===== src/design/pfr_pkg.sv =====
// Shared types and constants for the page frame replacement block.
`default_nettype none

package pfr_pkg;

  // Fixed field widths of the stream and configuration ports
  localparam int unsigned PageNumW  = 16;
  localparam int unsigned FrameIdxW = 4;
  localparam int unsigned FaultOutW = 16;
  localparam int unsigned FramesW   = 5;
  localparam int unsigned CfgDataW  = 5;
  localparam int unsigned CfgAddrW  = 1;

  // Padded stream widths (tdata in whole bytes)
  localparam int unsigned InTdataW  = 16;
  localparam int unsigned OutTdataW = 40;
  localparam int unsigned OutTuserW = 2;

  localparam logic [FramesW-1:0] FramesReset = 5'd16;

  // Configuration register indexes
  typedef enum logic [CfgAddrW-1:0] {
    CFG_POLICY = 1'b0,
    CFG_FRAMES = 1'b1
  } cfg_idx_e;

  // Replacement policy
  typedef enum logic {
    POLICY_FIFO = 1'b0,
    POLICY_LRU  = 1'b1
  } policy_e;

  // Frame store update command
  typedef struct packed {
    logic en;     // apply an update this cycle
    logic clear;  // start of sequence: drop all frames and ranks first
    logic load;   // miss: load the page into the touched frame
  } pfr_upd_t;

endpackage : pfr_pkg

`default_nettype wire


===== src/design/page_frame_replacement.sv =====
// Top level of the page frame replacement block (FIFO and LRU policies).
//
//  Channel   Direction  Signals                                  Payload
//  s_axis    in         s_axis_tvalid/tready/tdata/tuser          page reference
//  m_axis    out        m_axis_tvalid/tready/tdata/tuser          lookup result
//  cfg       in         cfg_valid_i/cfg_ready_o/cfg_addr_i/data   policy, frame count
//
// One reference per cycle sustained while the output is not stalled; the input transfer
// loads the input register, then one pass of compare, victim select and update loads
// the result register. Frame state is read and written in that single pass.
// Reset clears valid bits, ranks, FIFO pointer, fault count and sets the policy
// to FIFO with 16 frames; page tags stay unknown until loaded.
// An output stall holds the result register and backs up through the input register.
`default_nettype none

module page_frame_replacement
  import pfr_pkg::*;
#(
  parameter int unsigned NUM_FRAMES = 16,
  parameter int unsigned PAGE_BITS  = 16,
  parameter int unsigned COUNT_BITS = 16
) (
  input  logic                 clk_i,
  input  logic                 rst_ni,
  // Fields from bit 0: page_number[15:0]
  input  logic [InTdataW-1:0]  s_axis_tdata,
  // Fields from bit 0: start_of_sequence
  input  logic                 s_axis_tuser,
  input  logic                 s_axis_tvalid,
  output logic                 s_axis_tready,
  // Fields from bit 0: frame_index[3:0], evicted_page[19:4], fault_count[35:20], zero pad
  output logic [OutTdataW-1:0] m_axis_tdata,
  // Fields from bit 0: is_hit, evicted_valid
  output logic [OutTuserW-1:0] m_axis_tuser,
  output logic                 m_axis_tvalid,
  input  logic                 m_axis_tready,
  input  logic                 cfg_valid_i,
  output logic                 cfg_ready_o,
  input  logic [CfgAddrW-1:0]  cfg_addr_i,
  input  logic [CfgDataW-1:0]  cfg_data_i
);

  localparam int unsigned IDX_W = (NUM_FRAMES > 1) ? $clog2(NUM_FRAMES) : 1;
  localparam int unsigned NP    = 1 << IDX_W;
  localparam logic [COUNT_BITS-1:0] CountMax = '1;

  // Configuration registers
  policy_e             policy_q;
  logic [FramesW-1:0]  frames_q;

  // Input register
  logic                 in_valid_q;
  logic [PAGE_BITS-1:0] in_page_q;
  logic                 in_sos_q;

  // Sequence state
  logic [IDX_W-1:0]      ptr_q, ptr_d;
  logic [COUNT_BITS-1:0] faults_q, faults_d;

  // Result register
  logic                 out_valid_q;
  logic                 out_hit_q;
  logic                 out_ev_valid_q;
  logic [FrameIdxW-1:0] out_idx_q;
  logic [PageNumW-1:0]  out_ev_page_q;
  logic [FaultOutW-1:0] out_faults_q;

  logic advance;

  // Store and search signals
  pfr_upd_t             upd;
  logic                 match     [NUM_FRAMES];
  logic                 match_in_use [NUM_FRAMES];
  logic                 valid     [NUM_FRAMES];
  logic [IDX_W-1:0]     rank      [NUM_FRAMES];
  logic                 in_use    [NUM_FRAMES];
  logic                 empty     [NUM_FRAMES];
  logic                 in_use_pad[NP];
  logic [0:0]           zero_key  [NUM_FRAMES];
  logic                 hit;
  logic [IDX_W-1:0]     hit_idx;
  logic                 empty_found;
  logic [IDX_W-1:0]     empty_idx;
  logic                 lru_found;
  logic [IDX_W-1:0]     lru_idx;
  logic [IDX_W-1:0]     victim;
  logic [IDX_W-1:0]     touch_idx;
  logic [PAGE_BITS-1:0] touch_page;
  logic [IDX_W-1:0]     ptr_base, ptr_use, ptr_next;
  logic [IDX_W:0]       ptr_inc;
  logic                 ptr_wrap;
  logic [COUNT_BITS-1:0] faults_base;

  // Configuration writes are always taken
  assign cfg_ready_o = 1'b1;

  always_ff @(posedge clk_i or negedge rst_ni) begin
    if (!rst_ni) begin
      policy_q <= POLICY_FIFO;
      frames_q <= FramesReset;
    end else if (cfg_valid_i) begin
      unique case (cfg_idx_e'(cfg_addr_i))
        CFG_POLICY: policy_q <= policy_e'(cfg_data_i[0]);
        CFG_FRAMES: frames_q <= cfg_data_i;
      endcase
    end
  end

  // Advance when the result register is free or being drained
  assign advance       = in_valid_q && (!out_valid_q || m_axis_tready);
  assign s_axis_tready = !in_valid_q || advance;

  always_ff @(posedge clk_i or negedge rst_ni) begin
    if (!rst_ni) begin
      in_valid_q <= 1'b0;
    end else if (s_axis_tready) begin
      in_valid_q <= s_axis_tvalid;
    end
  end

  always_ff @(posedge clk_i) begin
    if (s_axis_tready && s_axis_tvalid) begin
      in_page_q <= PAGE_BITS'(s_axis_tdata[PageNumW-1:0]);
      in_sos_q  <= s_axis_tuser;
    end
  end

  // Frames taking part: a count of zero acts as one
  for (genvar f = 0; f < NP; f++) begin : g_use
    if (f < NUM_FRAMES) begin : g_real
      assign in_use[f]     = (frames_q == '0) ? (f == 0) : (32'(f) < 32'(frames_q));
      assign in_use_pad[f] = in_use[f];
      assign empty[f]      = in_use[f] && !valid[f];
      assign zero_key[f]   = 1'b0;
    end else begin : g_pad
      assign in_use_pad[f] = 1'b0;
    end
  end

  // Hit search, first empty frame, least recently used frame
  for (genvar f = 0; f < NUM_FRAMES; f++) begin : g_mu
    assign match_in_use[f] = match[f] && in_use[f];
  end

  pfr_pick #(.N(NUM_FRAMES), .IDX_W(IDX_W), .KEY_W(1)) u_hit_pick (
    .ok_i    (match_in_use),
    .key_i   (zero_key),
    .found_o (hit),
    .idx_o   (hit_idx)
  );

  pfr_pick #(.N(NUM_FRAMES), .IDX_W(IDX_W), .KEY_W(1)) u_empty_pick (
    .ok_i    (empty),
    .key_i   (zero_key),
    .found_o (empty_found),
    .idx_o   (empty_idx)
  );

  pfr_pick #(.N(NUM_FRAMES), .IDX_W(IDX_W), .KEY_W(IDX_W)) u_lru_pick (
    .ok_i    (in_use),
    .key_i   (rank),
    .found_o (lru_found),
    .idx_o   (lru_idx)
  );

  // FIFO pointer: wrap before use and after advance
  always_comb begin
    ptr_base = in_sos_q ? '0 : ptr_q;
    ptr_use  = in_use_pad[ptr_base] ? ptr_base : '0;
    ptr_inc  = {1'b0, ptr_use} + 1'b1;
    ptr_wrap = ptr_inc[IDX_W] | ~in_use_pad[ptr_inc[IDX_W-1:0]];
    ptr_next = ptr_wrap ? '0 : ptr_inc[IDX_W-1:0];
  end

  // Pick the victim frame
  always_comb begin
    if (policy_q == POLICY_LRU) begin
      victim = empty_found ? empty_idx : (lru_found ? lru_idx : '0);
    end else begin
      victim = ptr_use;
    end
    touch_idx = hit ? hit_idx : victim;
  end

  // Sequence state update
  always_comb begin
    faults_base = in_sos_q ? '0 : faults_q;
    faults_d    = faults_q;
    ptr_d       = ptr_q;
    if (advance) begin
      faults_d = (!hit && (faults_base != CountMax)) ? faults_base + 1'b1 : faults_base;
      ptr_d    = (!hit && (policy_q == POLICY_FIFO)) ? ptr_next : ptr_base;
    end
  end

  assign upd.en    = advance;
  assign upd.clear = in_sos_q;
  assign upd.load  = !hit;

  pfr_frame_store #(
    .NUM_FRAMES (NUM_FRAMES),
    .PAGE_BITS  (PAGE_BITS),
    .IDX_W      (IDX_W)
  ) u_store (
    .clk_i        (clk_i),
    .rst_ni       (rst_ni),
    .upd_i        (upd),
    .page_i       (in_page_q),
    .touch_idx_i  (touch_idx),
    .match_o      (match),
    .valid_o      (valid),
    .rank_o       (rank),
    .touch_page_o (touch_page)
  );

  always_ff @(posedge clk_i or negedge rst_ni) begin
    if (!rst_ni) begin
      ptr_q    <= '0;
      faults_q <= '0;
    end else begin
      ptr_q    <= ptr_d;
      faults_q <= faults_d;
    end
  end

  // Result register
  always_ff @(posedge clk_i or negedge rst_ni) begin
    if (!rst_ni) begin
      out_valid_q <= 1'b0;
    end else if (advance) begin
      out_valid_q <= 1'b1;
    end else if (m_axis_tready) begin
      out_valid_q <= 1'b0;
    end
  end

  always_ff @(posedge clk_i) begin
    if (advance) begin
      out_hit_q      <= hit;
      out_idx_q      <= FrameIdxW'(touch_idx);
      out_ev_valid_q <= !hit && valid[touch_idx];
      out_ev_page_q  <= (!hit && valid[touch_idx]) ? PageNumW'(touch_page) : '0;
      out_faults_q   <= FaultOutW'(faults_d);
    end
  end

  assign m_axis_tvalid = out_valid_q;
  assign m_axis_tdata  = OutTdataW'({out_faults_q, out_ev_page_q, out_idx_q});
  assign m_axis_tuser  = {out_ev_valid_q, out_hit_q};

  // A hit never reports an eviction
  assert property (@(posedge clk_i) disable iff (!rst_ni)
    out_valid_q |-> !(out_hit_q && out_ev_valid_q))
    else $error("hit reported with an evicted page");

  // The FIFO pointer stays inside the frame set
  assert property (@(posedge clk_i) disable iff (!rst_ni)
    32'(ptr_q) < 32'(NUM_FRAMES))
    else $error("FIFO pointer beyond frame count");

  // A sequence start always faults once
  assert property (@(posedge clk_i) disable iff (!rst_ni)
    (advance && in_sos_q) |=> (out_faults_q == FaultOutW'(1)) && !out_hit_q)
    else $error("sequence start did not count one fault");

  // A hit leaves the fault count unchanged
  assert property (@(posedge clk_i) disable iff (!rst_ni)
    (advance && hit && !in_sos_q) |=> (faults_q == $past(faults_q)))
    else $error("fault count moved on a hit");

endmodule : page_frame_replacement

`default_nettype wire


===== src/design/pfr_pick.sv =====
// Registered-free selection tree: picks the eligible entry with the largest key,
// lowest index on a tie.
`default_nettype none

module pfr_pick #(
  parameter int unsigned N     = 16,
  parameter int unsigned IDX_W = 4,
  parameter int unsigned KEY_W = 4
) (
  input  logic             ok_i  [N],
  input  logic [KEY_W-1:0] key_i [N],
  output logic             found_o,
  output logic [IDX_W-1:0] idx_o
);

  localparam int unsigned NP = 1 << IDX_W;

  // Heap-ordered tree nodes, leaves at NP..2*NP-1
  logic             node_ok  [1:2*NP-1];
  logic [KEY_W-1:0] node_key [1:2*NP-1];
  logic [IDX_W-1:0] node_idx [1:2*NP-1];

  // Fill the leaves, padding beyond N is never eligible
  for (genvar i = 0; i < NP; i++) begin : g_leaf
    if (i < N) begin : g_real
      assign node_ok[NP+i]  = ok_i[i];
      assign node_key[NP+i] = key_i[i];
    end else begin : g_pad
      assign node_ok[NP+i]  = 1'b0;
      assign node_key[NP+i] = '0;
    end
    assign node_idx[NP+i] = IDX_W'(i);
  end

  // Combine pairs, left side wins on equal keys
  for (genvar n = 1; n < NP; n++) begin : g_node
    logic take_l;
    assign take_l = node_ok[2*n] &&
                    (!node_ok[2*n+1] || (node_key[2*n] >= node_key[2*n+1]));
    assign node_ok[n]  = node_ok[2*n] | node_ok[2*n+1];
    assign node_key[n] = take_l ? node_key[2*n] : node_key[2*n+1];
    assign node_idx[n] = take_l ? node_idx[2*n] : node_idx[2*n+1];
  end

  assign found_o = node_ok[1];
  assign idx_o   = node_idx[1];

endmodule : pfr_pick

`default_nettype wire


===== src/design/pfr_frame_store.sv =====
// Page frame store: page tags, valid bits and recency ranks with their update.
`default_nettype none

module pfr_frame_store
  import pfr_pkg::*;
#(
  parameter int unsigned NUM_FRAMES = 16,
  parameter int unsigned PAGE_BITS  = 16,
  parameter int unsigned IDX_W      = 4
) (
  input  logic                 clk_i,
  input  logic                 rst_ni,
  input  pfr_upd_t             upd_i,
  input  logic [PAGE_BITS-1:0] page_i,
  input  logic [IDX_W-1:0]     touch_idx_i,
  output logic                 match_o     [NUM_FRAMES],
  output logic                 valid_o     [NUM_FRAMES],
  output logic [IDX_W-1:0]     rank_o      [NUM_FRAMES],
  output logic [PAGE_BITS-1:0] touch_page_o
);

  localparam logic [IDX_W-1:0] RankMax = IDX_W'(NUM_FRAMES - 1);

  logic [PAGE_BITS-1:0] page_q  [NUM_FRAMES];
  logic                 valid_q [NUM_FRAMES];
  logic [IDX_W-1:0]     rank_q  [NUM_FRAMES];
  logic [IDX_W-1:0]     old_rank;

  // Rank of the touched frame before this reference
  assign old_rank     = rank_o[touch_idx_i];
  assign touch_page_o = page_q[touch_idx_i];

  for (genvar f = 0; f < NUM_FRAMES; f++) begin : g_frame
    logic             is_touch;
    logic             bump;
    logic             valid_d;
    logic [IDX_W-1:0] rank_d;

    // View the frame as cleared when a sequence starts
    assign valid_o[f] = valid_q[f] & ~upd_i.clear;
    assign rank_o[f]  = upd_i.clear ? '0 : rank_q[f];
    assign match_o[f] = valid_o[f] && (page_q[f] == page_i);

    // Age frames that were more recent than the touched one, or all other valid frames on a load
    assign is_touch = (touch_idx_i == IDX_W'(f));
    assign bump     = valid_o[f] && !is_touch && (rank_o[f] != RankMax) &&
                      (upd_i.load || (rank_o[f] < old_rank));
    assign rank_d   = is_touch ? '0 : (bump ? rank_o[f] + 1'b1 : rank_o[f]);
    assign valid_d  = valid_o[f] | (is_touch & upd_i.load);

    // Hold valid and rank state
    always_ff @(posedge clk_i or negedge rst_ni) begin
      if (!rst_ni) begin
        valid_q[f] <= 1'b0;
        rank_q[f]  <= '0;
      end else if (upd_i.en) begin
        valid_q[f] <= valid_d;
        rank_q[f]  <= rank_d;
      end
    end

    // Load the page tag on a miss
    always_ff @(posedge clk_i) begin
      if (upd_i.en && upd_i.load && is_touch) begin
        page_q[f] <= page_i;
      end
    end
  end

endmodule : pfr_frame_store

`default_nettype wire


===== config.mk =====
export PLATFORM = sky130hd
export DESIGN_NAME = page_frame_replacement
export DESIGN_NICKNAME = d
export VERILOG_FILES = /design/src/design/pfr_pkg.sv /design/src/design/page_frame_replacement.sv /design/src/design/pfr_pick.sv /design/src/design/pfr_frame_store.sv
export SDC_FILE = /design/constraint.sdc
export NUM_CORES = 1
export LEC_CHECK = 0
export ABC_AREA = 0
export BUFFER_PORTS_ARGS = -buffer_cell sky130_fd_sc_hd__buf_2
export CAP_MARGIN = 20
export CORE_UTILIZATION = 35
export CTS_BUF_LIST = sky130_fd_sc_hd__clkbuf_8
export CTS_CLUSTER_SIZE = 8
export DETAILED_ROUTE_END_ITERATION = 12
export PLACE_DENSITY_LB_ADDON = 0.25
export SLEW_MARGIN = 40
export SYNTH_ARGS = -nofsm -noshare
export SYNTH_HDL_FRONTEND = slang
export SYNTH_SLANG_ARGS = --single-unit

===== constraint.sdc =====
create_clock -name clk_i -period 13.63 [get_ports clk_i]
set_input_delay 0 -clock clk_i [delete_from_list [all_inputs] [get_ports clk_i]]
set_output_delay 0 -clock clk_i [all_outputs]
set_load 0.01 [all_outputs]

==> results of run 1 <==
-- cells in the mapped netlist (all sizes together), types with 19 or more instances --
master / instances
and3: 83
clkbuf: 64
nand3: 67
buf: 88
a211oi: 54
nor2b: 69
nand2: 447
edfxtp: 311
nand4: 42
nand2b: 36
dfrtp: 107
mux2: 25
xor2: 186
a21oi: 65
o22ai: 26
inv: 77
or4: 19
nor4: 79
a311oi: 43
mux2i: 27
xnor2: 89
o211ai: 25
o21ai: 90
nor2: 150
a21o: 30
ha: 108
a31oi: 51
nor3b: 25
nor3: 65
-- logic make-up (layout without fill, tap and decap cells) --
group	count (synthesis)	count (layout)	synth area share (%)
compound gates	526	526	14.19
mux	52	52	2.028
simple gates	1163	1163	21.65
other cells	2	5	0.02760
flops	419	419	44.26
xor+xnor	275	275	8.851
fa+ha+maj	110	110	5.040
buf+inv	229	416	3.959
-- cells in the final DEF, fill, tap and decap left out, types with 14 or more instances in the layout --
master | synthesis | final
sky130_fd_sc_hd__a211oi_1 | 52 | 50
sky130_fd_sc_hd__a21o_1 | 30 | 30
sky130_fd_sc_hd__a21oi_1 | 64 | 64
sky130_fd_sc_hd__a311oi_1 | 40 | 39
sky130_fd_sc_hd__a31oi_1 | 50 | 50
sky130_fd_sc_hd__and3_1 | 83 | 83
sky130_fd_sc_hd__buf_2 | 34 | 66
sky130_fd_sc_hd__buf_4 | 34 | 66
sky130_fd_sc_hd__clkbuf_8 | 0 | 88
sky130_fd_sc_hd__clkinv_1 | 0 | 14
sky130_fd_sc_hd__clkinv_2 | 0 | 16
sky130_fd_sc_hd__dfrtp_1 | 107 | 106
sky130_fd_sc_hd__dlygate4sd3_1 | 0 | 50
sky130_fd_sc_hd__edfxtp_1 | 311 | 311
sky130_fd_sc_hd__ha_1 | 108 | 108
sky130_fd_sc_hd__inv_1 | 73 | 94
sky130_fd_sc_hd__mux2_2 | 24 | 24
sky130_fd_sc_hd__mux2i_1 | 27 | 27
sky130_fd_sc_hd__nand2_1 | 445 | 445
sky130_fd_sc_hd__nand2b_1 | 35 | 35
sky130_fd_sc_hd__nand3_1 | 66 | 66
sky130_fd_sc_hd__nand4_1 | 41 | 41
sky130_fd_sc_hd__nor2_1 | 149 | 149
sky130_fd_sc_hd__nor2b_1 | 69 | 69
sky130_fd_sc_hd__nor3_1 | 61 | 61
sky130_fd_sc_hd__nor3b_1 | 24 | 24
sky130_fd_sc_hd__nor4_1 | 74 | 73
sky130_fd_sc_hd__o211ai_1 | 25 | 25
sky130_fd_sc_hd__o21ai_0 | 75 | 75
sky130_fd_sc_hd__o21ai_1 | 15 | 14
sky130_fd_sc_hd__o22ai_1 | 26 | 26
sky130_fd_sc_hd__or4_1 | 19 | 19
sky130_fd_sc_hd__xnor2_1 | 89 | 89
sky130_fd_sc_hd__xor2_1 | 186 | 186
-- repair_timing --
item,4_1_cts,5_1_grt
gates resized for setup,0,0
hold endpoints to repair,82,0
setup buffers,0,0
endpoints found under the setup margin,0,0
hold buffers,51,0
-- worst min-delay path by stage --
| stage | to | start | depth (start not counted) | slack, ns |
|---|---|---|---|---|
| after floorplan | faults_q[0]$_DFF_PN0_ | rst_ni | 0 | -0.30 |
| final | in_sos_q$_DFFE_PP_ | s_axis_tuser | 2 | 0.07 |
| after detailed placement | u_store.rank_q[16]$_DFFE_PN0P_ | rst_ni | 1 | 0.07 |
| after CTS | in_sos_q$_DFFE_PP_ | s_axis_tuser | 2 | 0.05 |
| after global placement | u_store.rank_q[20]$_DFFE_PN0P_ | rst_ni | 1 | 0.06 |
| after global routing | in_sos_q$_DFFE_PP_ | s_axis_tuser | 2 | 0.07 |
-- per-stage QoR --
stage	cells	util, %	cell area [um2]
4_1_cts	3995	40.28	30800
2_1_floorplan	2779	-	27220
6_report	3996	40.33	30830
5_1_grt	3996	40.33	30830
3_3_place_gp	3792	37.41	28600
3_5_place_dp	3793	37.49	28660
-- sequential cells by signal, indices dropped and copies added (netlist names), 4 cells and up --
register and flops:
u_store.page_q 256, u_store.rank_q 64, faults_q 16, in_page_q 16, out_ev_page_q 16, out_faults_q 16, u_store.valid_q 16, frames_q 5
out_idx_q 4, ptr_q 4
-- worst reg2reg max path: cells and delay by family (launching register included) --
kind,cells,cell delay (ns)
flip-flops,1,0.39
buffers and inverters,5,1.49
AND/OR/NAND/NOR,16,3.89
adder cells (fa/ha/maj),5,1.39
multiplexers,2,0.63
AO/OA/AOI/OAI,14,4.30
-- power by group --
group          total, mW  leakage, nW  switching, mW  internal [mW]
Clock               1.27        0.914          0.618          0.648
Sequential          1.55         4.30         0.0834           1.47
Combinational       1.46         6.63          0.971          0.489
Total               4.27         11.9           1.67           2.60
-- routing by layer --
metal  routed length (um)  vias up  share of wire [%]
li1                     -    10510                  -
met1                43100    11720                 43
met2                46170     1040                 46
met3                 7623      200                7.6
met4                 3712        2                3.7
met5                   11        -              0.011
-- layout make-up --
class / count / share of cell area, %
Clock buffer: 88 / 3.928
Timing Repair Buffer: 188 / 4.630
Multi-Input combinational cell: 2131 / 45.95
Tap cell: 1030 / 4.180
Sequential cell: 419 / 39.06
Inverter: 77 / 0.9577
Clock inverter: 63 / 1.294
==> reports/summary.md, run 1 <==
### Status
• finished, final reports clean — run status

### Critical path
• sky130_fd_sc_hd__ha_1 — cell repeated most along the worst path
• 42 — number of cells traversed by the worst register-to-register path
• in_sos_q$_DFFE_PP_ — source of the worst register-to-register timing path
• 5 — count of buffer and inverter cells on the critical path
• 12.75 ns — arrival time worst endpoint
• sky130_fd_sc_hd__nor2_1 — CP max-delay cell
• 82 — worst-path fanout max
• compound AO/OA/AOI/OAI gates — dominant delay contributor by cell family on the critical path
• 42 — Stages on worst setup path
• 1.44 ns — setup slack of the worst register-to-register path
• 0.62 ns — stage delay of the slowest cell on the critical path
• u_store.rank_q[48]$_DFFE_PN0P_ — timing endpoint of the critical path
• flop — critical path launch point type
• in_sos_q$_DFFE_PP_ — launching instance or port of the critical path
• flop — Worst setup EP type
• reg -> reg — category of the most critical setup path
• 14.19 ns — CP Data Required Time
• u_store.rank_q[48]$_DFFE_PN0P_ — capture point of the worst reg-to-reg path

### Final layout
• 3035 — layout net count
• 12040 um2 — area occupied by registers
• 13.31% — Area growth, synth to finish
• 0 — antenna diode count
• 14170 um2 — total area of multi-input combinational cells
• 7537 — Filler Cells Inserted
• 11.83% — share of layout cells above drive strength 1

### Timing
• 0.07052 ns — hold slack
• 0.8822 ns — Worst Max-Slew Pin Slew
• 89.47% — crit share post-route
• 0 — setup-violating endpoint count in the final report
• 0.05765 ns — Layout Skew
• no — setup repair after global routing missed its margin
• 12.19 ns — clock period minus worst slack
• 0 — Final Hold Violating Endpoints
• 1.436 ns — Setup WS post-layout
• 40.64% — tightest slew margin relative to the limit
• 0 — max-slew violation total from the final report
• 0.08201 GHz — achievable frequency
• 0 ns — total negative setup slack

### Die
• 78870 um2 — area enclosed by the die boundary
• 280.8 um — DIE WIDTH
• 280.8 um — die span in y
• 73 — I/O pin count
• 101 — row count
• 76450 um2 — Core Region
• 35.59% — initial cell density of the core

### Synthesis
• 113 — Unique masters post-synth
• 419 — number of flip-flops and latches in the synthesized netlist
• 2776 — Synth Instances
• sky130_fd_sc_hd__edfxtp_1 34%, sky130_fd_sc_hd__dfrtp_1 9.8%, sky130_fd_sc_hd__nand2_1 6.1%, sky130_fd_sc_hd__xor2_1 6.0%, sky130_fd_sc_hd__ha_1 5.0% — most area-consuming cells after synthesis
• 27210 um2 — Mapped Area
• 311 — number of enable flip-flop cells after synthesis
• sky130_fd_sc_hd__edfxtp_1 — most used flip-flop cell after synthesis
• 44.26% — share of synthesized area occupied by flip-flops and latches
• 9.802 um2 — synthesized area per cell
• 34.32% — Yosys top cell area share
• 25.78% — share of flip-flops with an asynchronous set or reset after synthesis
• 0 — synth warn
• sky130_fd_sc_hd__edfxtp_1 — leading area contributor after synthesis

### Pwr
• 138.6 nW/um2 — Cell Pwr Density
• 0.1131 mV — peak supply drop
• 4.275 mW — PnR Total Power
• 11.85 nW — LEAKAGE

### Route
• 5.874 — post-detailed-route via-to-cell ratio
• 0 — post-route ant nets
• 23.47k — vias after detailed routing
• 5 — 1st-pass router iterations
• 25.18 um — Routed wire per std cell
• 100600 um — WL final
• 0 — number of design rule violations left after detail routing
• 2699 — initial detailed-routing violation count

### Global route
• 34.07% — met1 global-route usage
• 149600 um — global-route wire length before repair
• 23.02k — via count of the first global-routing pass
• 4.589% — global-route track usage on met3
• 3 — antenna violations before repair
• 0 — global route overflow
• 25.32% — total track usage
• met2 — global routing's busiest layer
• 97 — pin count of the biggest net entering global routing
• 40.32% — met2 routing resource usage after global routing

### Clock network
• 3 — number of buffers on the longest clock path
• sky130_fd_sc_hd__clkbuf_8 — CTS root buffer
• done — clock tree from TritonCTS
• 3 — deepest level of the CTS H-tree
• 82 — CTS buffer count
• 0.06 ns — clock input transition at the sequential cells of the worst setup and hold paths
• 419 — clock sink total
• 0.72 ns — clock network latency to the later pin of the worst-skew pair

### Min path
• in -> reg — type of the tightest min-delay check

### Place
• 1.590 ns — post-place setup slack
• 70750 um — detailed placer's ending HPWL
• 67 — number of buffer cells added on primary ports
• 1.005 — final weighted congestion in routability-driven placement

### Run
• 0 — reported max-cap violation count

Power figures use the tool's default switching activity.
==> run 2: changes to the inputs <==
==> constraint.sdc (replaced) <==
create_clock -name clk_i -period 13.63 [get_ports clk_i]
set_input_delay 2.726 -clock clk_i [delete_from_list [all_inputs] [get_ports clk_i]]
set_output_delay 2.726 -clock clk_i [all_outputs]
set_load 0.01 [all_outputs]
==> reports/summary.md, run 2 (synthesis gave the netlist of run 1 again) <==
### Clock network
• 0 — post-cts sizing count
• done — clock tree from TritonCTS
• 0 — number of setup buffers added after CTS
• 0 — Hold Buf Count CTS
• sky130_fd_sc_hd__clkbuf_8 — CTS root buffer
• 0.06 ns — clock input transition at the sequential cells of the worst setup and hold paths
• 419 — clock sink total
• 3 — deepest level of the CTS H-tree
• 3 — number of buffers on the longest clock path
• 0.72 ns — clock network latency to the later pin of the worst-skew pair
• 80 — CTS buffer count

### Route
• 25.38 um — Routed wire per std cell
• 5.851 — post-detailed-route via-to-cell ratio
• 99860 um — WL final
• 6 — 1st-pass router iterations
• 2381 — initial detailed-routing violation count
• 0 — number of design rule violations left after detail routing
• 0 — post-route ant nets
• 23.02k — vias after detailed routing

### Timing
• 0.9579 ns — Worst Max-Slew Pin Slew
• 0.05448 ns — Layout Skew
• 0 ns — total negative setup slack
• 1.379 ns — Setup WS post-layout
• no — setup repair after global routing missed its margin
• 0 — Final Hold Violating Endpoints
• 0.08162 GHz — achievable frequency
• 35.76% — tightest slew margin relative to the limit
• 0 — max-slew violation total from the final report
• 0.4961 ns — hold slack
• 12.25 ns — clock period minus worst slack
• 89.89% — crit share post-route
• 0 — setup-violating endpoint count in the final report

### Final layout
• 11.10% — Area growth, synth to finish
• 7577 — Filler Cells Inserted
• 445 x sky130_fd_sc_hd__nand2_1, 311 x sky130_fd_sc_hd__edfxtp_1, 186 x sky130_fd_sc_hd__xor2_1, 149 x sky130_fd_sc_hd__nor2_1, 108 x sky130_fd_sc_hd__ha_1 — commonest non-fill, non-tap cells in the layout
• 256 — Largest register FFs
• 30230 um2 — design area
• sky130_fd_sc_hd__nand2_1 — most common cell after layout, fill and taps aside
• 2980 — layout net count
• u_store.page_q — top register by number of flip-flops
• u_store.page_q x256, u_store.rank_q x64 — registers with the highest flip-flop counts
• 11.67% — share of layout cells above drive strength 1
• 0 — antenna diode count

### Critical path
• 0.59 ns — stage delay of the slowest cell on the critical path
• 14.20 ns — CP Data Required Time
• sky130_fd_sc_hd__ha_1 — cell repeated most along the worst path
• flop — critical path launch point type
• u_store.rank_q[60]$_DFFE_PN0P_ — capture point of the worst reg-to-reg path
• 82 — worst-path fanout max
• 12.82 ns — arrival time worst endpoint
• reg -> reg — category of the most critical setup path
• in_sos_q$_DFFE_PP_ — source of the worst register-to-register timing path
• 42 — number of cells traversed by the worst register-to-register path
• sky130_fd_sc_hd__a2111oi_1 — CP max-delay cell
• 1.38 ns — setup slack of the worst register-to-register path
• flop — Worst setup EP type

### Die
• 101 — row count
• 73 — I/O pin count
• 35.59% — initial cell density of the core
• 280.8 um — die span in y
• 280.8 um — DIE WIDTH
• 78870 um2 — area enclosed by the die boundary
• 76450 um2 — Core Region

### Min path
• u_store.rank_q[8]$_DFFE_PN0P_ — hold worst-path end
• u_store.rank_q[8]$_DFFE_PN0P_ — Hold Crit Start
• reg -> reg — type of the tightest min-delay check
• 1 — worst hold path cell count

### Place
• 70590 um — detailed placer's ending HPWL
• 67 — number of buffer cells added on primary ports
• 1.596 ns — post-place setup slack
• 28650 um2 — DP Area
• 1.002 — final weighted congestion in routability-driven placement

### Pwr
• 140.7 nW/um2 — Cell Pwr Density
• 11.59 nW — LEAKAGE
• 0.1056 mV — peak supply drop

### Global route
• 147900 um — global-route wire length before repair
• 22.54k — via count of the first global-routing pass
• 97 — pin count of the biggest net entering global routing
• 0 — global route overflow
• 25.09% — total track usage
• 4 — antenna violations before repair

### Status
• finished, final reports clean — run status

### Run
• 0 — reported max-cap violation count

-- run 2: cell count changes in the layout (fill, tap and decap cells not counted), sizes merged --
cell | before | now
bufinv | 2 | 4
buf | 138 | 135
clkinv | 34 | 29
dlygate4sd3 | 50 | 0
clkinvlp | 2 | 0
clkbuf | 88 | 84
-- run 2: cell type report --
cell class | count | area (um2) | share of cell area [%]
Timing Repair Buffer | 135 | 875.8 | 2.897
Sequential cell | 419 | 12040 | 39.84
Inverter | 77 | 295.3 | 0.9767
Multi-Input combinational cell | 2131 | 14160 | 46.85
Tap cell | 1030 | 1289 | 4.263
Clock inverter | 58 | 407.9 | 1.349
Clock buffer | 84 | 1156 | 3.824
-- run 2: where the power goes --
part           internal, mW  switching (mW)  total (mW)
clock                 0.657           0.604        1.26
sequential             1.47          0.0831        1.55
combinational         0.473           0.970        1.44
total                  2.60            1.66        4.25
-- run 2: worst max-delay path by stage --
stage / from / endpoint / depth (start not counted) / slack (ns)
after floorplan: in_sos_q$_DFFE_PP_ / u_store.rank_q[26]$_DFFE_PN0P_ / 51 / 2.57
after global placement: in_sos_q$_DFFE_PP_ / u_store.rank_q[60]$_DFFE_PN0P_ / 42 / 1.65
after detailed placement: in_sos_q$_DFFE_PP_ / u_store.rank_q[48]$_DFFE_PN0P_ / 40 / 1.60
after CTS: in_sos_q$_DFFE_PP_ / u_store.rank_q[48]$_DFFE_PN0P_ / 40 / 1.57
after global routing: in_sos_q$_DFFE_PP_ / u_store.rank_q[48]$_DFFE_PN0P_ / 40 / 0.72
final: in_sos_q$_DFFE_PP_ / u_store.rank_q[60]$_DFFE_PN0P_ / 42 / 1.38
-- run 2: critical path, delay by kind of cell, from the launching register on --
family / cells / cell delay (ns)
buffers and inverters: 5 / 1.44
muxes: 2 / 0.62
AOI/OAI and AO/OA: 13 / 4.06
DFF: 1 / 0.39
and+or+nand+nor: 17 / 4.15
adders and majority gates: 5 / 1.41
-- run 2: routing by layer --
metal  track usage (%)  vias up  part of all wire, %
met4             10.10        4                  4.3
li1                  -    10400                    -
met5                 0        -                0.024
met1             33.65    11380                   43
met2             39.53      988                   45
met3             4.905      244                  7.7
-- run 2: stage by stage --
stage	total power, mW	instances	util, %
2_1_floorplan	2.471	2779	-
3_3_place_gp	2.966	3792	37.41
3_5_place_dp	2.985	3792	37.48
4_1_cts	4.261	3934	39.52
5_1_grt	4.456	3934	39.54
6_report	4.253	3934	39.54
